### config.mk
export PLATFORM = sky130hd
export DESIGN_NAME = rbd_lane
export DESIGN_NICKNAME = d
export VERILOG_FILES = /design/src/rbd_pkg.sv /design/src/rbd_lane.sv
export SDC_FILE = /design/constraint.sdc
export NUM_CORES = 1
export LEC_CHECK = 0
export BUFFER_PORTS_ARGS = -buffer_cell sky130_fd_sc_hd__buf_2
export CAP_MARGIN = 20
export CORE_MARGIN = 4
export CORE_UTILIZATION = 49
export CTS_CLUSTER_DIAMETER = 100
export DETAILED_ROUTE_END_ITERATION = 8
export GPL_ROUTABILITY_DRIVEN = 0
export PLACE_DENSITY_LB_ADDON = 0.3
export SLEW_MARGIN = 20
export SYNTH_ARGS = -nofsm -noshare
export SYNTH_HDL_FRONTEND = slang
export SYNTH_SLANG_ARGS = --single-unit
export TNS_END_PERCENT = 20
### constraint.sdc
create_clock -name clock -period 3.75 [get_ports clock]
set_clock_uncertainty 0.15 [all_clocks]
set_input_delay 0.75 -clock clock [delete_from_list [all_inputs] [get_ports clock]]
set_output_delay 0.75 -clock clock [all_outputs]
set_load 0.05 [all_outputs]
### src/rbd_pkg.sv
`timescale 1ns / 1ps

package rbd_pkg;

   localparam int SCALE_FACTOR  = 4;
   localparam int SCALE_LOG2    = $clog2(SCALE_FACTOR);
   localparam int MAX_WIDTH     = 4096;
   localparam int HEIGHT_LIMIT  = 4096;
   localparam int LINE_DEPTH    = MAX_WIDTH / SCALE_FACTOR;
   localparam int ADDR_W        = $clog2(LINE_DEPTH);
   localparam int CHANNELS      = 4;
   localparam int PIX_W         = 8;
   localparam int ROW_SUM_W     = PIX_W + SCALE_LOG2;
   localparam int COL_SUM_W     = PIX_W + 2 * SCALE_LOG2;
   localparam int LINE_W        = CHANNELS * COL_SUM_W;
   localparam int DIM_W         = 13;
   localparam int CNT_W         = 12;
   localparam int CSR_ADDR_W    = 3;
   localparam int CSR_DATA_W    = 32;

   localparam logic [DIM_W-1:0] WIDTH_RESET  = DIM_W'(640);
   localparam logic [DIM_W-1:0] HEIGHT_RESET = DIM_W'(480);

   localparam logic REG_IMAGE_WIDTH  = 1'b0;
   localparam logic REG_IMAGE_HEIGHT = 1'b1;

   typedef struct packed {
      logic take;
      logic close_blk;
      logic row_end;
   } lane_ctl_type;

   function automatic logic [DIM_W-1:0] clamp_dim(input logic [DIM_W-1:0] v,
                                                  input logic [DIM_W-1:0] hi);
      logic [DIM_W-1:0] r;
      r = v;
      if (v == '0) begin
         r = DIM_W'(1);
      end else if (v > hi) begin
         r = hi;
      end
      return r;
   endfunction

endpackage

### src/rbd_lane.sv
`timescale 1ns / 1ps

module rbd_lane (
   input  logic                            clock,
   input  logic                            reset,
   input  rbd_pkg::lane_ctl_type           ctl,
   input  logic [rbd_pkg::PIX_W-1:0]       pixel,
   input  logic                            first_row,
   input  logic [rbd_pkg::COL_SUM_W-1:0]   col_prev,
   output logic [rbd_pkg::COL_SUM_W-1:0]   col_acc
);

   logic [rbd_pkg::ROW_SUM_W-1:0] row_sum_ff;
   logic [rbd_pkg::ROW_SUM_W-1:0] row_sum_in;
   logic [rbd_pkg::ROW_SUM_W-1:0] blk_sum_ff;
   logic [rbd_pkg::ROW_SUM_W-1:0] blk_sum_in;
   logic [rbd_pkg::ROW_SUM_W-1:0] sum_add;

   always_comb begin
      sum_add    = row_sum_ff + rbd_pkg::ROW_SUM_W'(pixel);
      row_sum_in = row_sum_ff;
      blk_sum_in = blk_sum_ff;
      if (ctl.take) begin
         if (ctl.close_blk) begin
            blk_sum_in = sum_add;
            row_sum_in = '0;
         end else begin
            row_sum_in = sum_add;
         end
      end
      // drop partial sums at the end of each row
      if (ctl.row_end) begin
         row_sum_in = '0;
      end
   end

   always_ff @(posedge clock) begin
      if (reset) begin
         row_sum_ff <= '0;
      end else begin
         row_sum_ff <= row_sum_in;
      end
   end

   always_ff @(posedge clock) begin
      blk_sum_ff <= blk_sum_in;
   end

   assign col_acc = rbd_pkg::COL_SUM_W'(blk_sum_ff)
                  + (first_row ? '0 : col_prev);

endmodule

* Word level (Yosys, flattened, before mapping)
Index checks and enable logic that the tools add are counted.
** Storage, ports and cells
- Flip-flop bits (word level) :: 20
- Bits of input ports :: 26
- Word-level logic and storage cells :: 8
- Output and inout bits :: 12
** Operators by class
- Reduce and logical (&&, ||, !) cells :: 2
- Mux-type cells :: 2
- $add $sub $neg :: 2
** Operator list (count)
- adder 10 x 12 -> 12 bit :: 1
- two-way mux 12 bit :: 1
- adder 10 x 8 -> 10 bit :: 1
- two-way mux 10 bit :: 1
- AND reduction 2 bit :: 1
- OR reduction 2 bit :: 1

* Logic depth before layout (Yosys ltp)
Gate-level depths: netlist of the first run.
- Depth after elaboration :: 2
- Mapped depth :: 9
- Gate-level depth less buffers :: 8

* Worst setup path before layout of the first run
No wires, ideal clock.
- Path type :: input port to output port
- From :: input first_row
- To :: output col_acc[10] (netlist name)
- Arrival :: 3.103 ns
- Slack :: -0.253 ns
- Stages on the path :: 9
- Required time :: 2.850 ns
- Cell sequence :: clkbuf_1 -> nor2b_1 -> ha_1 -> fa_1 -> a21o_1 -> a221oi_2 -> a21oi_1 -> or4_1 -> nand3_1
** Between the ends
- Longest elaborated chain between the ends :: 2
** RTL lines
- from (decl) :: RTL line rbd_lane.sv:8 : input logic first_row,
- two-way mux 12 bit :: RTL line rbd_lane.sv:50 : + (first_row ? '0 : col_prev);
- adder 10 x 12 -> 12 bit :: RTL line rbd_lane.sv:50
- to (decl) :: RTL line rbd_lane.sv:10 : output logic [rbd_pkg::COL_SUM_W-1:0] col_acc
No other way between the ends.

* Final worst setup path of the first run
Same ends and word-level chain as after synthesis.

==> impl_results.md, run 1 <==
* Clock root buffer master: clkbuf_4
* Largest net degree at the start of global routing at 17
* Yosys top cell by area: edfxtp_1
* PortBufs at 37
* Die height at 66.15 microns
* Outcome: completed
* Vias at 1,428
* Synth warn at 0
* Ports at 38
* Reg clk slew, reported paths at 110 ps
* Asr flop ratio synth at 0%
* Worst VDD drop at 0.1576 mV
* Worst-Skew Late Latency at 290 ps
* Worst EP required at 2850 ps
* Total GRT Usage at 16.54%
* Drt via density at 5.409
* Mapped Area at 1657 sq um
* Yosys reg bits at 20
* Reg2reg setup slack at 1500 ps
* First-pass detailed-route iteration total at 5
* Top cells by count, synth: ha_1 (18), nor2b_1 (17), nor2_1 (12)
* Post-layout min period at 3677 ps
* Setup TNS at 0 ps
* Hpwl dp at 2.759 mm
* Synth-to-Final Area Change at 20.85%
* H-tree levels at 1
* Syn avg cell area at 9.412 sq um
* Worst Hold Class: flop to flop
* Slew HR at 58.01%
* Net Count, Synth at 222
* Leakage at 0.9175 nW
* Dominant synthesized flop cell: edfxtp_1
* Nets at 267
* Achievable clock frequency at 272.0 MHz
* Maxcap violations at 0
* Final Setup Violations at 0
* Initial antenna violation count at 0
* Sequential fraction of the synthesis area at 30.21%
* First-pass GRT wire length at 5.844 mm
* Area contributors post-synth: edfxtp_1 (18%), ha_1 (14%), dfxtp_1 (12%), nor2b_1 (6.4%), xnor2_1 (4.8%)
* RSZ-0062 raised after global routing: true
* WHS at 345.1 ps
* Die span in x at 66.15 microns
* Fin. max-slew vios at 0
* Post-Synthesis Cells at 176
* Starting density of the core at 52.54%
* CTS Buf Count at 3
* DRC errors left at 0
* Number of global-route vias before repair at 1,423
* Worst Tran Pin Value at 614.0 ps
* Layout cells sized above 1 at 26.36%
* Crit Path Category: primary input to output port
* Per-cell routed wire length at 12.85 microns
* TritonCTS clock tree: yes
* CTS Buffer Depth at 2
* Most frequent cell after synthesis: ha_1
* Fin. Hold Viols at 0
* Setup Fix Bufs, Post-CTS at 0
* Congestion Overflow GR at 0
* Post-synth EDFFs at 10
* Ant. Diodes at 0
* WP data arrival at 2780 ps
* CP Launch Type: primary input
* Core ar. at 3153 sq um
* Row count at 20
* Routed Antenna Nets at 0
* Die area at 4375 sq um
* Power per standard cell area at 290.1 nW/um^2
* Final wirelength at 3.393 mm
* Worst Setup End Kind: output port
* Yosys cell types at 45
* Maximum fanout along the worst path at 9
* Post-CTS Hold Fix Bufs at 0
* Period utilisation layout at 98.05%
* Clk sink count at 20
* 1st-iter DRT viols at 47
* Share of the synthesized area in the top cell type at 18.13%
## where the power goes
group          total (mW)  switching (mW)  internal [mW]
registers           0.241         0.00310          0.238
clock network       0.103          0.0644         0.0387
logic               0.236           0.152         0.0839
total               0.581           0.220          0.361
## cell families (layout without fill, tap and decap cells)
kind of cell             count (synthesis)  count (layout)  share of synthesized area, %
adder cells (fa/ha/maj)                 20              20                         16.01
AND/OR/NAND/NOR                         64              64                         22.28
AO/OA/AOI/OAI                           47              47                         20.39
multiplexers                             3               3                         1.888
buffers and inverters                    8              52                         1.813
XOR/XNOR                                14              14                         7.402
flip-flops                              20              20                         30.21
## cell usage in the layout (no fill, tap or decap), drive strengths merged, types with 3 or more instances in the layout
master  Yosys  routed
buf         0      43
a21oi      11      11
and3        3       3
nand2b      6       6
nor2       12      12
o21a        3       3
xnor2       9       9
edfxtp     10      10
nand3b      3       3
o21ai       7       7
a31oi       4       4
nand2       6       6
inv         5       5
nor3        3       3
ha         18      18
a21o        9       9
xor2        5       5
clkbuf      3       3
or4b        3       3
nor2b      17      17
dfxtp      10      10
## registers in the layout (all words and copies together) (netlist names)
register    cells
blk_sum_ff     10
row_sum_ff     10
## cell type report
class / instances / area [sq um]
clock buffer: 3 / 22.52
fill: 272 / 1151
inverter: 5 / 18.77
clock inverter: 1 / 3.754
sequential: 20 / 500.5
timing repair buffer: 43 / 240.2
multi-input combinational: 148 / 1161
tap: 44 / 55.05
## critical path, cell delays in order
cell and delay (ps):
buf_2 130, buf_4 170, nor2b_1 130, ha_1 280, a21o_1 210, a221oi_2 310
a21oi_1 130, or4_1 430, nand3_2 110, buf_8 150
## worst paths after layout
kind,startpoint,cells after the start,end
setup / recovery,first_row,10,col_acc[10]
setup reg to reg,row_sum_ff[0],8,row_sum_ff[8]
hold reg to reg,row_sum_ff[0],2,row_sum_ff[0]
hold / removal,row_sum_ff[0],2,row_sum_ff[0]
## through the flow
step,cell area (sq um),power (mW),cells,worst slack [ps],util [%]
after floorplan,1669,0.4189,176,-134.2,-
after global placement,1943,0.4693,260,-30.11,61.63
after detailed placement,1943,0.4744,260,-71.06,61.63
after CTS,1976,0.5779,264,11.66,62.66
after global routing,2002,0.6162,264,-18.50,63.49
final,2002,0.5807,264,73.23,63.49
## per-layer routing
layer / routed length (microns) / up-vias / part of all wire, % / track usage (%)
met4: 29 / 0 / 0.85 / 5.330
met5: 0 / - / 0 / 0
met3: 166 / 2 / 4.9 / 0.6803
met2: 1629 / 43 / 48 / 29.86
met1: 1568 / 643 / 46 / 20.95
li1: - / 740 / - / -
## repair_timing
action                                  4_1_cts  5_1_grt
pin swaps                                     0        2
gates resized for setup                       2        7
endpoints found under the setup margin        1        3
Note: power is estimated with default switching activity, not from simulation.
==> run 2: changes to the inputs <==
Settings changed: CELL_PAD_IN_SITES_DETAIL_PLACEMENT set to 1, CELL_PAD_IN_SITES_GLOBAL_PLACEMENT set to 1, CORE_UTILIZATION 49 to 37.
==> run 2 against run 1 <==
Clock-buffer cell count is the same. Utilization shrank 15 points. Register-to-register slack about the same. Global-route usage is 2.5 points lower. Non-clock buffer count is 7 higher. Critical path depth is the same. Clock power increased by 32%. Combinational power grew 6%. Routed wire length grew 11%. Largest cell class unchanged. Sequential share of layout area decreased by 1.1 points. Fmax shrank 0.13%. Cell area is 4.7% higher.
==> impl_results.md, run 2 (same netlist as run 1, synthesis figures left out) <==
* Critical-path cell list: buf_2, nor2b_1, ha_2, fa_2, a21o_1, a221oi_4, a21oi_2, or4_4, nand3_2, buf_8
* Worst Setup End Kind: output port
* WP data arrival at 2780 ps (about the same)
* Crit Path Category: primary input to output port
* Hold wc startpoint: row_sum_ff[0]
* Period utilisation layout at 98.17% (+0.12 points)
* First-pass detailed-route iteration total at 4 (-1)
* Slowest CP cell: or4_4
* Number of global-route vias before repair at 1,465 (+3.0%)
* Core ar. at 4354 sq um (+38%)
* Ports at 38 (unchanged)
* Power per standard cell area at 299.9 nW/um^2 (+3.4%)
* Hpwl dp at 3.084 mm (+12%)
* Nets at 274 (+2.6%)
* Maxcap violations at 0 (unchanged)
* CP max stage delay at 420 ps (about the same)
* Slew HR at 64.71% (+6.7 points)
* PortBufs at 37 (unchanged)
* Die span in x at 74.91 microns (+13%)
* Drt via density at 5.133 (-5.1%)
* Post-CTS Hold Fix Bufs at 0 (unchanged)
* Commonest non-fill, non-tap cell in the layout: buf_2
* Starting density of the core at 38.05% (-14 points)
* CTS Buf Count at 3 (unchanged)
* Sw Share at 35.72% (-2.1 points)
* Final Setup Violations at 0 (unchanged)
* Int Power at 0.4043 mW (+12%)
* DRC errors left at 0 (unchanged)
* First-pass GRT wire length at 6.361 mm (+8.8%)
* Clock network power share at 21.7% (+3.9 points)
* Post-place setup slack at -97.38 ps (-26.32 ps)
* Hold EP: row_sum_ff[0]
* Synth-to-Final Area Change at 26.59%
* Reg area at 500.5 sq um (unchanged)
* Ant. Diodes at 0 (unchanged)
* Total Power at 0.6289 mW (+8.3%)
* H-tree levels at 1 (unchanged)
* Worst Tran Pin Value at 516.1 ps (-97.92 ps)
* Dpl cells at 272 (+4.6%)
* Die area at 5612 sq um (+28%)
* Congestion Overflow GR at 0 (unchanged)
* Multi-input gate area at 1172 sq um (+0.97%)
* Largest net degree at the start of global routing at 17 (unchanged)
* Achievable clock frequency at 271.6 MHz (-0.13%)
* Logic pwr share at 39.8% (-0.9 points)
* Post-layout min period at 3681 ps (+4.670 ps)
* Worst-Skew Late Latency at 250 ps (-40 ps)
* Total GRT Usage at 14.01% (-2.5 points)
* Utilization after layout at 48.16% (-15 points)
* Row count at 24 (+20%)
* Reg clk slew, reported paths at 70 ps (-40 ps)
* RSZ-0062 raised after global routing: true
* Layout cells sized above 1 at 28.63% (+2.3 points)
* Most frequent cells in the layout: buf_2 (35), nor2b_1 (17), ha_1 (17), buf_4 (14), nor2_1 (12)
* Initial antenna violation count at 0 (unchanged)
* Fin. Hold Viols at 0 (unchanged)
* Routed Antenna Nets at 0 (unchanged)
* Final Cell Area at 2097 sq um (+4.7%)
* Worst Hold Class: flop to flop
* Clk sink count at 20 (unchanged)
* Worst EP required at 2850 ps (about the same)
* Fin. max-slew vios at 0 (unchanged)
* Leakage at 0.9601 nW (+4.6%)
* Worst R2R End: row_sum_ff[8]
* Share of total power in sequential cells at 38.5% (-3.1 points)
* Fill count at 532 (+96%)
* Per-cell routed wire length at 13.48 microns (+4.9%)
* WHS at 338.8 ps (-6.295 ps)
* Final wirelength at 3.760 mm (+11%)
* Setup TNS at 0 ps (unchanged)
* Post-route insts no fill at 279 (+5.7%)
* Die height at 74.91 microns (+13%)
* Worst VDD drop at 0.1337 mV (-15%)
* TritonCTS clock tree: yes
* Final worst slack at 68.56 ps (-4.670 ps)
* CP Launch Type: primary input
* Outcome: completed
* Min-Delay Path Depth at 2 (unchanged)
* Clock root buffer master: clkbuf_8
* 1st-iter DRT viols at 43 (-8.5%)
* Reg-to-Reg Start: row_sum_ff[0]
* P_sw at 0.2246 mW (+2.2%)
* Largest regs: blk_sum_ff: 10 flops, row_sum_ff: 10 flops
* Vias at 1,432 (+0.28%)
* Maximum fanout along the worst path at 2 (-7)
* R2R cell count at 8 (unchanged)
* Reg2reg setup slack at 1510 ps (about the same)
* CTS Buffer Depth at 2 (unchanged)
* Placed Area at 1983 sq um (+2.1%)
## run 2: what timing repair did
item,4_1_cts,5_1_grt
gates cloned,0,0
hold endpoints to repair,0,0
setup buffers,0,3
pin swaps,2,4
endpoints found under the setup margin,1,2
gates resized for setup,3,9
## run 2: power by group through the flow
stage | combinational (mW) | sequential [mW] | clock [mW]
4_1_cts | 0.240 | 0.242 | 0.140
3_5_place_dp | 0.237 | 0.247 | 0
3_3_place_gp | 0.234 | 0.247 | 0
2_1_floorplan | 0.173 | 0.245 | 0
6_report | 0.250 | 0.242 | 0.136
5_1_grt | 0.273 | 0.243 | 0.153
## run 2: metal layers
| layer | up-vias | global-route usage (%) | wire, microns | share of wire (%) |
|---|---|---|---|---|
| met5 | - | 0 | 0 | 0 |
| met4 | 0 | 3.557 | 83 | 2.2 |
| met3 | 5 | 0.8011 | 157 | 4.2 |
| met2 | 30 | 23.89 | 1699 | 45 |
| met1 | 645 | 19.33 | 1819 | 48 |
| li1 | 752 | - | - | - |
## run 2: worst max path at each step
stage | startpoint | endpoint | cells past startpoint
2_1_floorplan | first_row | col_acc[10] | 9
3_3_place_gp | col_prev[0] | col_acc[10] | 10
3_5_place_dp | col_prev[0] | col_acc[10] | 10
4_1_cts | col_prev[0] | col_acc[10] | 10
5_1_grt | first_row | col_acc[11] | 10
6_report | col_prev[0] | col_acc[10] | 10
## run 2: cell type report
type                       instances  share of cell area [%]
timing repair buffer              50                   14.08
tap                               52                   3.103
inverter                           5                  0.8950
multi-input combinational        148                   55.91
sequential                        20                   23.87
clock buffer                       3                   1.969
clock inverter                     1                  0.1790
## run 2: worst max-delay path, delay by kind of cell
kind,cells,cell delay [ps]
simple gates,3,640
compound gates,3,590
buf+inv,2,230
fa+ha+maj,2,580
